$ cat src/rtl/core/echoing_decimal_line_reader_macros.svh
// Assertion helpers shared by the line reader modules.
`ifndef ECHOING_DECIMAL_LINE_READER_MACROS_SVH
`define ECHOING_DECIMAL_LINE_READER_MACROS_SVH

`ifndef SYNTHESIS
`define EDLR_ASSERT(lbl, clk, rst_n, prop, msg) \
	lbl: assert property (@(posedge clk) disable iff (!rst_n) prop) else $error(msg);
`define EDLR_ASSERT_NEVER(lbl, clk, rst_n, cond, msg) \
	lbl: assert property (@(posedge clk) disable iff (!rst_n) !(cond)) else $error(msg);
`else
`define EDLR_ASSERT(lbl, clk, rst_n, prop, msg)
`define EDLR_ASSERT_NEVER(lbl, clk, rst_n, cond, msg)
`endif

`endif

$ cat src/rtl/core/edlr_pkg.sv
package edlr_pkg;

	localparam logic [1:0] OP_STORE   = 2'd0;
	localparam logic [1:0] OP_SPACE   = 2'd1;
	localparam logic [1:0] OP_NEWLINE = 2'd2;
	localparam logic [1:0] OP_ERASE   = 2'd3;

	localparam logic [7:0] CH_NUL   = 8'h00;
	localparam logic [7:0] CH_BS    = 8'h08;
	localparam logic [7:0] CH_LF    = 8'h0A;
	localparam logic [7:0] CH_CR    = 8'h0D;
	localparam logic [7:0] CH_SP    = 8'h20;
	localparam logic [7:0] CH_MINUS = 8'h2D;
	localparam logic [7:0] CH_DEL   = 8'h7F;
	localparam logic [31:0] DIGIT_BASE = 32'd48;

	localparam logic KIND_ECHO  = 1'b0;
	localparam logic KIND_VALUE = 1'b1;

	localparam int Q_DEPTH = 4;
	localparam int Q_AW    = 2;

	typedef struct packed {
		logic [1:0] op;
		logic [7:0] data;
	} cmd_t;

endpackage

$ cat src/rtl/core/echoing_decimal_line_reader.sv
// Console line reader with echo and decimal conversion.
// Input channel rx_valid/rx_stall/rx_byte takes one console byte per request.
// Result channel res_valid/res_stall carries result_kind, echo_char,
// line_value and last_of_run; last_of_run marks the final result of a byte.
// Ordinary bytes are stored and echoed; DEL or backspace echoes BS, SP, BS
// and drops the last stored byte; space, CR or LF echo and end the line, as
// does the byte that fills LINE_CAPACITY-1 entries. A finished line gives
// one more result with its signed decimal value (leading '-' negates).
// The first echo passes through the front register, the request queue and the
// output register. An erase holds the back end for its three echoes, and a
// line end for the conversion walk, which reads the line store one entry per
// cycle. A 4-entry request queue lets the input side keep accepting while the
// back end works.
// A stalled result is held in the output register; the back end waits and
// the input side stalls once the queue is full.
// Reset empties the queue and clears the fill count; the line store is not
// cleared and needs no clearing pass.
module echoing_decimal_line_reader
	import edlr_pkg::*;
#(
	parameter int LINE_CAPACITY = 128
) (
	input  logic clk,
	input  logic arst_n,
	input  logic rx_valid,
	output logic rx_stall,
	input  logic [7:0] rx_byte,
	output logic res_valid,
	input  logic res_stall,
	output logic result_kind,
	output logic [7:0] echo_char,
	output logic signed [31:0] line_value,
	output logic last_of_run
);

	logic push;
	cmd_t push_cmd;
	logic q_full;
	logic head_valid;
	cmd_t head_cmd;
	logic pop;

	edlr_front u_front (
		.clk      (clk),
		.arst_n   (arst_n),
		.rx_valid (rx_valid),
		.rx_stall (rx_stall),
		.rx_byte  (rx_byte),
		.q_full   (q_full),
		.push     (push),
		.push_cmd (push_cmd)
	);

	edlr_queue u_queue (
		.clk        (clk),
		.arst_n     (arst_n),
		.push       (push),
		.push_cmd   (push_cmd),
		.full       (q_full),
		.head_valid (head_valid),
		.head_cmd   (head_cmd),
		.pop        (pop)
	);

	edlr_back #(
		.LINE_CAPACITY (LINE_CAPACITY)
	) u_back (
		.clk         (clk),
		.arst_n      (arst_n),
		.head_valid  (head_valid),
		.head_cmd    (head_cmd),
		.pop         (pop),
		.res_valid   (res_valid),
		.res_stall   (res_stall),
		.result_kind (result_kind),
		.echo_char   (echo_char),
		.line_value  (line_value),
		.last_of_run (last_of_run)
	);

endmodule

$ cat src/rtl/core/edlr_front.sv
module edlr_front
	import edlr_pkg::*;
(
	input  logic clk,
	input  logic arst_n,
	input  logic rx_valid,
	output logic rx_stall,
	input  logic [7:0] rx_byte,
	input  logic q_full,
	output logic push,
	output cmd_t push_cmd
);

	logic cmd_v_q;
	cmd_t cmd_q;
	cmd_t cls;
	logic take;

	always_comb begin
		cls.data = rx_byte;
		if (rx_byte == CH_SP) begin
			cls.op = OP_SPACE;
		end else if (rx_byte == CH_LF || rx_byte == CH_CR) begin
			cls.op = OP_NEWLINE;
		end else if (rx_byte == CH_DEL || rx_byte == CH_BS) begin
			cls.op = OP_ERASE;
		end else begin
			cls.op = OP_STORE;
		end
	end

	assign rx_stall = cmd_v_q && q_full;
	assign take     = rx_valid && !rx_stall;
	assign push     = cmd_v_q && !q_full;
	assign push_cmd = cmd_q;

	always_ff @(posedge clk or negedge arst_n) begin
		if (!arst_n) begin
			cmd_v_q <= 1'b0;
		end else begin
			cmd_v_q <= take || rx_stall;
		end
	end

	always_ff @(posedge clk) begin
		if (take) begin
			cmd_q <= cls;
		end
	end

endmodule

$ cat src/rtl/core/edlr_queue.sv
`include "echoing_decimal_line_reader_macros.svh"

module edlr_queue
	import edlr_pkg::*;
(
	input  logic clk,
	input  logic arst_n,
	input  logic push,
	input  cmd_t push_cmd,
	output logic full,
	output logic head_valid,
	output cmd_t head_cmd,
	input  logic pop
);

	cmd_t slot_q [0:Q_DEPTH-1];
	logic [Q_AW-1:0] wr_ptr_q;
	logic [Q_AW-1:0] rd_ptr_q;
	logic [Q_AW:0] used_q;

	assign full       = used_q == (Q_AW+1)'(Q_DEPTH);
	assign head_valid = used_q != '0;
	assign head_cmd   = slot_q[rd_ptr_q];

	always_ff @(posedge clk or negedge arst_n) begin
		if (!arst_n) begin
			wr_ptr_q <= '0;
			rd_ptr_q <= '0;
			used_q   <= '0;
		end else begin
			if (push) begin
				wr_ptr_q <= wr_ptr_q + 1'b1;
			end
			if (pop) begin
				rd_ptr_q <= rd_ptr_q + 1'b1;
			end
			if (push && !pop) begin
				used_q <= used_q + 1'b1;
			end else if (pop && !push) begin
				used_q <= used_q - 1'b1;
			end
		end
	end

	always_ff @(posedge clk) begin
		if (push) begin
			slot_q[wr_ptr_q] <= push_cmd;
		end
	end

	`EDLR_ASSERT_NEVER(a_q_no_overflow, clk, arst_n, push && full && !pop, "request queue overflow")
	`EDLR_ASSERT_NEVER(a_q_no_underflow, clk, arst_n, pop && !head_valid, "request queue underflow")

endmodule

$ cat src/rtl/core/edlr_back.sv
`include "echoing_decimal_line_reader_macros.svh"

module edlr_back
	import edlr_pkg::*;
#(
	parameter int LINE_CAPACITY = 128
) (
	input  logic clk,
	input  logic arst_n,
	input  logic head_valid,
	input  cmd_t head_cmd,
	output logic pop,
	output logic res_valid,
	input  logic res_stall,
	output logic result_kind,
	output logic [7:0] echo_char,
	output logic signed [31:0] line_value,
	output logic last_of_run
);

	localparam int CW = $clog2(LINE_CAPACITY);
	localparam logic [CW-1:0] FILL_LAST = CW'(LINE_CAPACITY - 2);

	localparam logic [2:0] ST_IDLE  = 3'd0;
	localparam logic [2:0] ST_ER_SP = 3'd1;
	localparam logic [2:0] ST_ER_BS = 3'd2;
	localparam logic [2:0] ST_CONV  = 3'd3;
	localparam logic [2:0] ST_VAL   = 3'd4;

	logic [7:0] mem [0:LINE_CAPACITY-2];

	logic [2:0] state_q;
	logic [2:0] state_nx;
	logic [CW-1:0] count_q;
	logic res_valid_q;
	logic rd_v_q;

	logic [CW-1:0] rd_idx_q;
	logic [7:0] rd_data_q;
	logic rd_first_q;
	logic [31:0] acc_q;
	logic neg_q;

	logic res_kind_q;
	logic [7:0] res_char_q;
	logic [31:0] res_value_q;
	logic res_last_q;

	logic out_free;
	logic emit;
	logic e_kind;
	logic [7:0] e_char;
	logic [31:0] e_value;
	logic e_last;
	logic conv_start;
	logic issue;
	logic is_minus;
	logic stop;
	logic conv_done;
	logic [31:0] acc_next;

	assign out_free = !res_valid_q || !res_stall;
	assign pop      = (state_q == ST_IDLE) && head_valid && out_free;

	assign issue     = (state_q == ST_CONV) && (rd_idx_q < count_q);
	assign is_minus  = rd_first_q && (rd_data_q == CH_MINUS);
	assign stop      = rd_v_q && !is_minus && (rd_data_q == CH_NUL);
	assign conv_done = (state_q == ST_CONV) && (stop || (!rd_v_q && !(rd_idx_q < count_q)));
	assign acc_next  = (acc_q << 3) + (acc_q << 1) + ({24'd0, rd_data_q} - DIGIT_BASE);

	always_comb begin
		state_nx   = state_q;
		emit       = 1'b0;
		e_kind     = KIND_ECHO;
		e_char     = CH_NUL;
		e_value    = '0;
		e_last     = 1'b0;
		conv_start = 1'b0;
		case (state_q)
			ST_IDLE: begin
				if (pop) begin
					emit = 1'b1;
					case (head_cmd.op)
						OP_SPACE: begin
							e_char     = CH_SP;
							conv_start = 1'b1;
						end
						OP_NEWLINE: begin
							e_char     = CH_LF;
							conv_start = 1'b1;
						end
						OP_ERASE: begin
							e_char   = CH_BS;
							state_nx = ST_ER_SP;
						end
						default: begin
							e_char     = head_cmd.data;
							conv_start = count_q == FILL_LAST;
							e_last     = !conv_start;
						end
					endcase
					if (conv_start) begin
						state_nx = ST_CONV;
					end
				end
			end
			ST_ER_SP: begin
				if (out_free) begin
					emit     = 1'b1;
					e_char   = CH_SP;
					state_nx = ST_ER_BS;
				end
			end
			ST_ER_BS: begin
				if (out_free) begin
					emit     = 1'b1;
					e_char   = CH_BS;
					e_last   = 1'b1;
					state_nx = ST_IDLE;
				end
			end
			ST_CONV: begin
				if (conv_done) begin
					state_nx = ST_VAL;
				end
			end
			ST_VAL: begin
				if (out_free) begin
					emit     = 1'b1;
					e_kind   = KIND_VALUE;
					e_value  = neg_q ? (32'd0 - acc_q) : acc_q;
					e_last   = 1'b1;
					state_nx = ST_IDLE;
				end
			end
			default: begin
				state_nx = ST_IDLE;
			end
		endcase
	end

	always_ff @(posedge clk or negedge arst_n) begin
		if (!arst_n) begin
			state_q     <= ST_IDLE;
			count_q     <= '0;
			res_valid_q <= 1'b0;
			rd_v_q      <= 1'b0;
		end else begin
			state_q <= state_nx;
			rd_v_q  <= issue;
			if (emit) begin
				res_valid_q <= 1'b1;
			end else if (!res_stall) begin
				res_valid_q <= 1'b0;
			end
			if (pop && head_cmd.op == OP_STORE) begin
				count_q <= count_q + 1'b1;
			end else if (pop && head_cmd.op == OP_ERASE && count_q != '0) begin
				count_q <= count_q - 1'b1;
			end else if (state_q == ST_VAL && out_free) begin
				count_q <= '0;
			end
		end
	end

	always_ff @(posedge clk) begin
		if (pop && head_cmd.op == OP_STORE) begin
			mem[count_q] <= head_cmd.data;
		end
		if (conv_start) begin
			rd_idx_q <= '0;
			acc_q    <= '0;
			neg_q    <= 1'b0;
		end else begin
			// walk the line: read one byte ahead, fold the previous one in
			if (issue) begin
				rd_data_q  <= mem[rd_idx_q];
				rd_first_q <= rd_idx_q == '0;
				rd_idx_q   <= rd_idx_q + 1'b1;
			end
			if (state_q == ST_CONV && rd_v_q && !stop) begin
				if (is_minus) begin
					neg_q <= 1'b1;
				end else begin
					acc_q <= acc_next;
				end
			end
		end
		if (emit) begin
			res_kind_q  <= e_kind;
			res_char_q  <= e_char;
			res_value_q <= e_value;
			res_last_q  <= e_last;
		end
	end

	assign res_valid   = res_valid_q;
	assign result_kind = res_kind_q;
	assign echo_char   = res_char_q;
	assign line_value  = res_value_q;
	assign last_of_run = res_last_q;

	// a full line holds one entry more only while it is being converted
	`EDLR_ASSERT_NEVER(a_fill_below_cap, clk, arst_n, state_q == ST_IDLE && count_q > FILL_LAST,
		"fill count reached capacity")
	`EDLR_ASSERT(a_value_is_last, clk, arst_n, (res_valid_q && res_kind_q == KIND_VALUE) |-> res_last_q, "line value not marked last")
	`EDLR_ASSERT(a_clear_after_value, clk, arst_n, (state_q == ST_VAL && out_free) |=> (count_q == '0), "fill count not cleared after line value")

endmodule

$ cat config.mk
export PLATFORM = sky130hd
export DESIGN_NAME = echoing_decimal_line_reader
export DESIGN_NICKNAME = d
export VERILOG_FILES = /design/src/rtl/core/edlr_pkg.sv /design/src/rtl/core/echoing_decimal_line_reader.sv /design/src/rtl/core/edlr_front.sv /design/src/rtl/core/edlr_queue.sv /design/src/rtl/core/edlr_back.sv
export VERILOG_INCLUDE_DIRS = /design/src /design/src/rtl/core
export SDC_FILE = /design/constraint.sdc
export NUM_CORES = 1
export LEC_CHECK = 0
export BUFFER_PORTS_ARGS = -buffer_cell sky130_fd_sc_hd__buf_2
export CAP_MARGIN = 20
export CORE_UTILIZATION = 50
export CTS_BUF_LIST = sky130_fd_sc_hd__clkbuf_8
export CTS_CLUSTER_SIZE = 20
export DETAILED_ROUTE_END_ITERATION = 6
export PLACE_DENSITY = 0.61
export SETUP_SLACK_MARGIN = 0.05
export SYNTH_ARGS = -nofsm -noshare
export SYNTH_HDL_FRONTEND = slang
export SYNTH_SLANG_ARGS = --single-unit
$ cat constraint.sdc
create_clock -name clk -period 12.4 [get_ports clk]
set_input_delay 1.24 -clock clk [delete_from_list [all_inputs] [get_ports clk]]
set_output_delay 1.24 -clock clk [all_outputs]
set_load 0.05 [all_outputs]
* After elaboration in Yosys (flattened, before gate mapping)
Memory sizes are Yosys's and may differ from the RTL's. A register that Yosys moved wholly into a read port is not among the register bits.
Index checks and enable logic that the tools add are counted.
Widths: inputs -> output; s select.
** Operators by class
- Reduce and logical (&&, ||, !) cells :: 52
- Add/sub/neg operators :: 11
- $lt $le $gt $ge :: 1
- Multiply operators :: 0
- Div/mod/pow operators :: 0
- Bitwise gates (word level) :: 2
- Equality and inequality tests :: 21
- Shifts and indexed selects :: 0
- Muxes and demuxes :: 37
** Operators with widths (count)
- $add 32x32->32 :: 2
- $pmux 8 s3 :: 2
- $mux 32 :: 1
- $sub 1x32->32 const A :: 1
- $eq 8x4->1 const B :: 3
- $mux 3 :: 8
- $mux 7 :: 3
- $logic_and 1x1->1 :: 19
- $eq 8x6->1 const B :: 2
- $add 7x1->7 const B :: 2
- $mux 1 :: 14
- $pmux 3 s4 :: 1
- $logic_not 1->1 :: 11
- $ne 2x1->1 const B :: 5
- $sub 8x6->9 const B :: 1
- $eq 8x7->1 const B :: 1
- $logic_not 8->1 :: 1
- $mux 8 :: 1
- $reduce_and 2->1 :: 4
- $eq 7x7->1 const B :: 1
- $logic_not 7->1 :: 1
- $lt 7x7->1 :: 1
- $reduce_bool 7->1 :: 1
- $sub 7x1->7 const B :: 1
- other kinds (22) :: 37
** Word-level totals
- ROM bits :: 0
- Memories kept :: 2
- Latch bits :: 0
- Output and inout bits :: 44
- Register bits :: 113
- Bits in writable memories :: 1056
- Input port bits :: 12
- Logic and storage cells :: 144
** Memories
- u_back.mem :: depth 127, width 8, read ports 1, clocked after Yosys merged registers in 1, wr ports 1, RTL line edlr_back.sv:30 : logic [7:0] mem [0:LINE_CAPACITY-2];
- u_queue.slot_q :: depth 4, width 10, read ports 1, clocked after Yosys merged registers in 0, wr ports 1, RTL line edlr_queue.sv:16 : cmd_t slot_q [0:Q_DEPTH-1];

* Depth between registers and ports, before layout
An unclocked memory read counts as a cell.
- Depth after elaboration :: 10
- Gate-level depth with buffers :: 14
- Depth with buffers taken out :: 14

* Cells and area by module
From an unflattened synthesis, not the netlist that was laid out.
** Unflattened totals
- Cell total of the unflattened synthesis :: 2639
- Area total of the unflattened synthesis :: 48781.8 um^2
** By module, submodules not included
- edlr_back :: cells an instance 2525, area an instance 46509.6 um^2, times used 1
- edlr_queue :: cells an instance 86, area an instance 1841.8 um^2, times used 1
- edlr_front :: cells an instance 28, area an instance 430.4 um^2, times used 1

* Worst setup path after synthesis
No wires, ideal clock.
- Path type :: reg2reg
- From :: register u_back.rd_data_q[4] (read register of u_back.mem)
- To :: register u_back.acc_q[27]
- Cell stages (with the launch flop) :: 13
- Arrival time :: 5.671 ns
- Setup slack :: 6.611 ns
- Required time :: 12.283 ns
- Library setup time :: 0.117 ns
- Path through :: edfxtp_1 ha_1 nor3_1 fa_1 ha_1 a21o_1 a21o_1 a221oi_1 o211ai_1 a21oi_2 nor4_1 or3_1 a32o_1
** On the way
- Longest elaborated chain between the ends :: 8
- Elaborated cells on any way between the ends :: 12
** RTL lines
- start, declared :: RTL line edlr_back.sv:39 : logic [7:0] rd_data_q;
- branches (longest 8 deep; another with $add 32x32->32)
- end signal, assigned :: RTL line edlr_back.sv:185 : acc_q <= acc_next;
- end, declared :: RTL line edlr_back.sv:41 : logic [31:0] acc_q;
Parallel ways; which one is timed is not known.
A chain may end at the register's enable or synchronous reset.

* Worst setup path after layout
- From :: register u_back.rd_idx_q[1]
- To :: register u_back.rd_data_q[2] (read register of u_back.mem), data pin
** On the way
- Longest elaborated chain between the ends :: 3
** RTL lines
- start, declared :: RTL line edlr_back.sv:38 : logic [CW-1:0] rd_idx_q;
- start signal, assigned :: RTL line edlr_back.sv:179 : rd_idx_q <= rd_idx_q + 1'b1;
- $lt 7x7->1 :: RTL line edlr_back.sv:65 : assign issue = (state_q == ST_CONV) && (rd_idx_q < count_q);
- $logic_and 1x1->1 :: RTL line edlr_back.sv:65
- $reduce_and 2->1 (no source line)
Parallel ways exist; a longest one is shown, timed or not.

==> impl_results.md <==
- Setup-failing EPs final: 0
- I/O Buffers: 55
- Worst Setup EP: u_back.rd_data_q[2]
- Layout Skew: 44.4 ps
- Crit path capture type: flip-flop
- Crit path from: u_back.rd_idx_q[1]
- Commonest non-fill, non-tap cell in the layout: edfxtp_1
- P_int: 8.51 mW
- Routed WL: 117 mm
- Fin util: 0.557
- Synth Cell Area: 48,800 um2
- Syn avg cell area: 18.5 um2
- Dpl hpwl: 70.6 mm
- CTS Buffer Depth: 3
- Leakage: 17.3 nW
- Worst reg2reg setup slack: 7400 ps
- DRT iter0 DRCs: 2,369
- Layout fillers: 7,525
- DR vias/cell: 6.03
- Max-cap violations: 0
- Htree depth: 4
- Hold_ws: 337 ps
- Syn_nets: 2,743
- Register area share after synthesis: 0.714
- Worst path arrival time: 5560 ps
- Setup tns final: 0 ps
- Area grow syn2layout: 10.3%
- Required time of the critical path: 12,970 ps
- Hold Path Class: primary input to async pin
- Synth top area share: 0.687
- Core area: 96,700 um2
- Netlist cell types: 74
- Max Slew Vio Count: 0
- Top post-synthesis cells by area: edfxtp_1 (69%), mux4_2 (13%), nor2_1 (1.7%)
- Fin. Hold Viols: 0
- Routed vias: 25.4k
- Min cycle time layout: 5000 ps
- FF-to-FF path depth: 8
- First-pass GRT wire length: 174 mm
- Tot GR Track Use: 0.243
- Total gr overflow: 0
- EDFF count, synth: 1,117
- Setup bufs post-CTS: 0
- Die W: 314 um
- RSZ-0062 raised after global routing: no
- Latest clock arrival within the worst-skew pair: 890 ps
- Routability-driven placement congestion ratio: 0.864
- Largest net degree at the start of global routing: 109
- Initial antenna violation count: 1
- Largest area contributor in the netlist: edfxtp_1
- Total clock sinks: 1,177
- Startpoint types: flip-flop
- Status: complete, no violations
- Row cnt: 114
- Drt pass-1 iters: 6
- Seq pwr share: 0.424
- Max-slew headroom: 0.221
- Vias in the first global route: 26.0k
- Area of the die: 98,900 um2
- Asr flop ratio synth: 0.0170
- Share of the clock period used by the worst path: 0.403
- Max VDD drop: 0.000195 V
- Worst R2R End: u_back.rd_data_q[2]
- Yosys warns: 0
- Clock share of power: 0.227
- FF-to-FF Start: u_back.rd_idx_q[1]
- Nets: 2,884
- CTS Root Cell: clkbuf_8
- # IOs: 56
- Comb pwr share: 0.349
- Remaining DRCs: 0
- Detail Route Antenna Nets: 0
- CTS tree: yes
- Clock transition at path regs: 70 ps
- Share of layout cells above drive strength 1: 0.220
- Synth Flop Type: edfxtp_1
- Worst Max-Slew Pin Slew: 1170 ps
- Register bit total from synthesis: 1,177
- Total CTS buffers: 187
- Initial Util: 0.505
- Post-CTS Resized: 0
- Wire per inst: 27.7 um
- Chip height: 314 um
- Setup CP Type: flip-flop to flip-flop
- Fmax: 200 MHz
- Cell count after synthesis: 2,644
- CTS Hold Bufs: 0
- Most frequent cells in the layout: edfxtp_1 (1,117), mux4_2 (283), nor2_1 (221)
- Pwr dens: 250 nW/um2
- Sw Share: 0.369
- Switching power: 4.97 mW
- Crit Path Max Fanout: 55
through the flow:
stage,total power [mW],instance area (um2),std cells,worst slack [ps]
5_1_grt,14.1,53800,4217,7190
2_1_floorplan,8.88,48800,2644,6610
3_3_place_gp,10.4,50400,3870,7320
3_5_place_dp,10.5,50400,3871,7340
4_1_cts,13.6,53800,4215,7310
6_report,13.5,53800,4218,7400
synth_stat cells, types with 11 or more instances:
library cell / count
edfxtp_1: 1117
buf_4: 17
fa_1: 30
nand2_1: 141
ha_1: 57
mux2_2: 19
and2_1: 24
dfrtp_1: 20
buf_1: 13
dfxtp_1: 40
o22ai_1: 12
buf_2: 33
a21oi_1: 76
nor3_1: 19
mux2i_1: 52
nand3_1: 30
xor2_1: 38
and3_1: 11
a21o_1: 18
xnor2_1: 23
mux4_2: 291
nor2_1: 221
inv_1: 37
a211oi_1: 20
o21ai_0: 56
clkbuf_1: 67
worst min path at each step:
stage	end	cells past startpoint	startpoint
after floorplan	u_back.acc_q[31]	2	u_back.acc_q[31]
after global placement	u_back.acc_q[3]	2	u_back.acc_q[3]
after detailed placement	u_back.acc_q[3]	2	u_back.acc_q[3]
after CTS	u_queue.rd_ptr_q[0]	1	arst_n
after global routing	u_queue.rd_ptr_q[0]	1	arst_n
final	u_queue.rd_ptr_q[0]	1	arst_n
critical path, stage by stage (launching register included):
cell,delay [ps]
dfxtp_4,860
buf_4,740
buf_4,550
buf_4,670
mux4_2,460
mux4_2,520
mux2_2,280
a2111oi_0,450
a21oi_1,70
power groups by stage:
stage	combinational [mW]	clock [mW]	sequential, mW
2_1_floorplan	3.04	0	5.84
3_3_place_gp	4.62	0	5.79
3_5_place_dp	4.71	0	5.81
4_1_cts	4.72	3.12	5.73
5_1_grt	5.07	3.28	5.76
6_report	4.70	3.06	5.71
routing by layer:
layer	vias to the layer above	share of wire	track usage
met2	997	0.48	0.374
met1	13300	0.42	0.339
met5	-	0	0
li1	11000	-	-
met4	0	0.028	0.0855
met3	201	0.079	0.0617
state kept, by name, indices dropped and copies added (netlist names), 2 cells and up:
register and cells:
u_queue.wr_ptr_q 2, u_queue.used_q 3, u_back.count_q 7, u_back.state_q 3, u_back.line_value 32, u_back.acc_q 32, u_back.mem 1016, u_front.push_cmd 10
u_queue.rd_ptr_q 2, u_back.rd_idx_q 7, u_back.rd_data_q 8, u_back.echo_char 8, u_queue.slot_q 40
cells by family (layout without fill, tap and decap cells):
group           after synthesis  after routing  synth area share
compound gates              273            273            0.0361
flops                      1177           1177             0.714
other cells                   0              2                 0
mux                         362            362             0.149
fa+ha+maj                    88             88            0.0271
buf+inv                     172            468            0.0160
simple gates                511            511            0.0467
xor+xnor                     61             61            0.0109
area by class of cell:
class | count | area (um2) | area share
clock inverter | 152 | 793 | 0.0147
antenna | 2 | 5.00 | 0.0000930
tap | 1276 | 1600 | 0.0297
inverter | 38 | 143 | 0.00265
timing repair buffer | 86 | 541 | 0.0100
sequential | 1177 | 34900 | 0.648
clock buffer | 192 | 2640 | 0.0491
multi-input combinational | 1295 | 13200 | 0.246
Note: power is estimated with default switching activity, not from simulation.
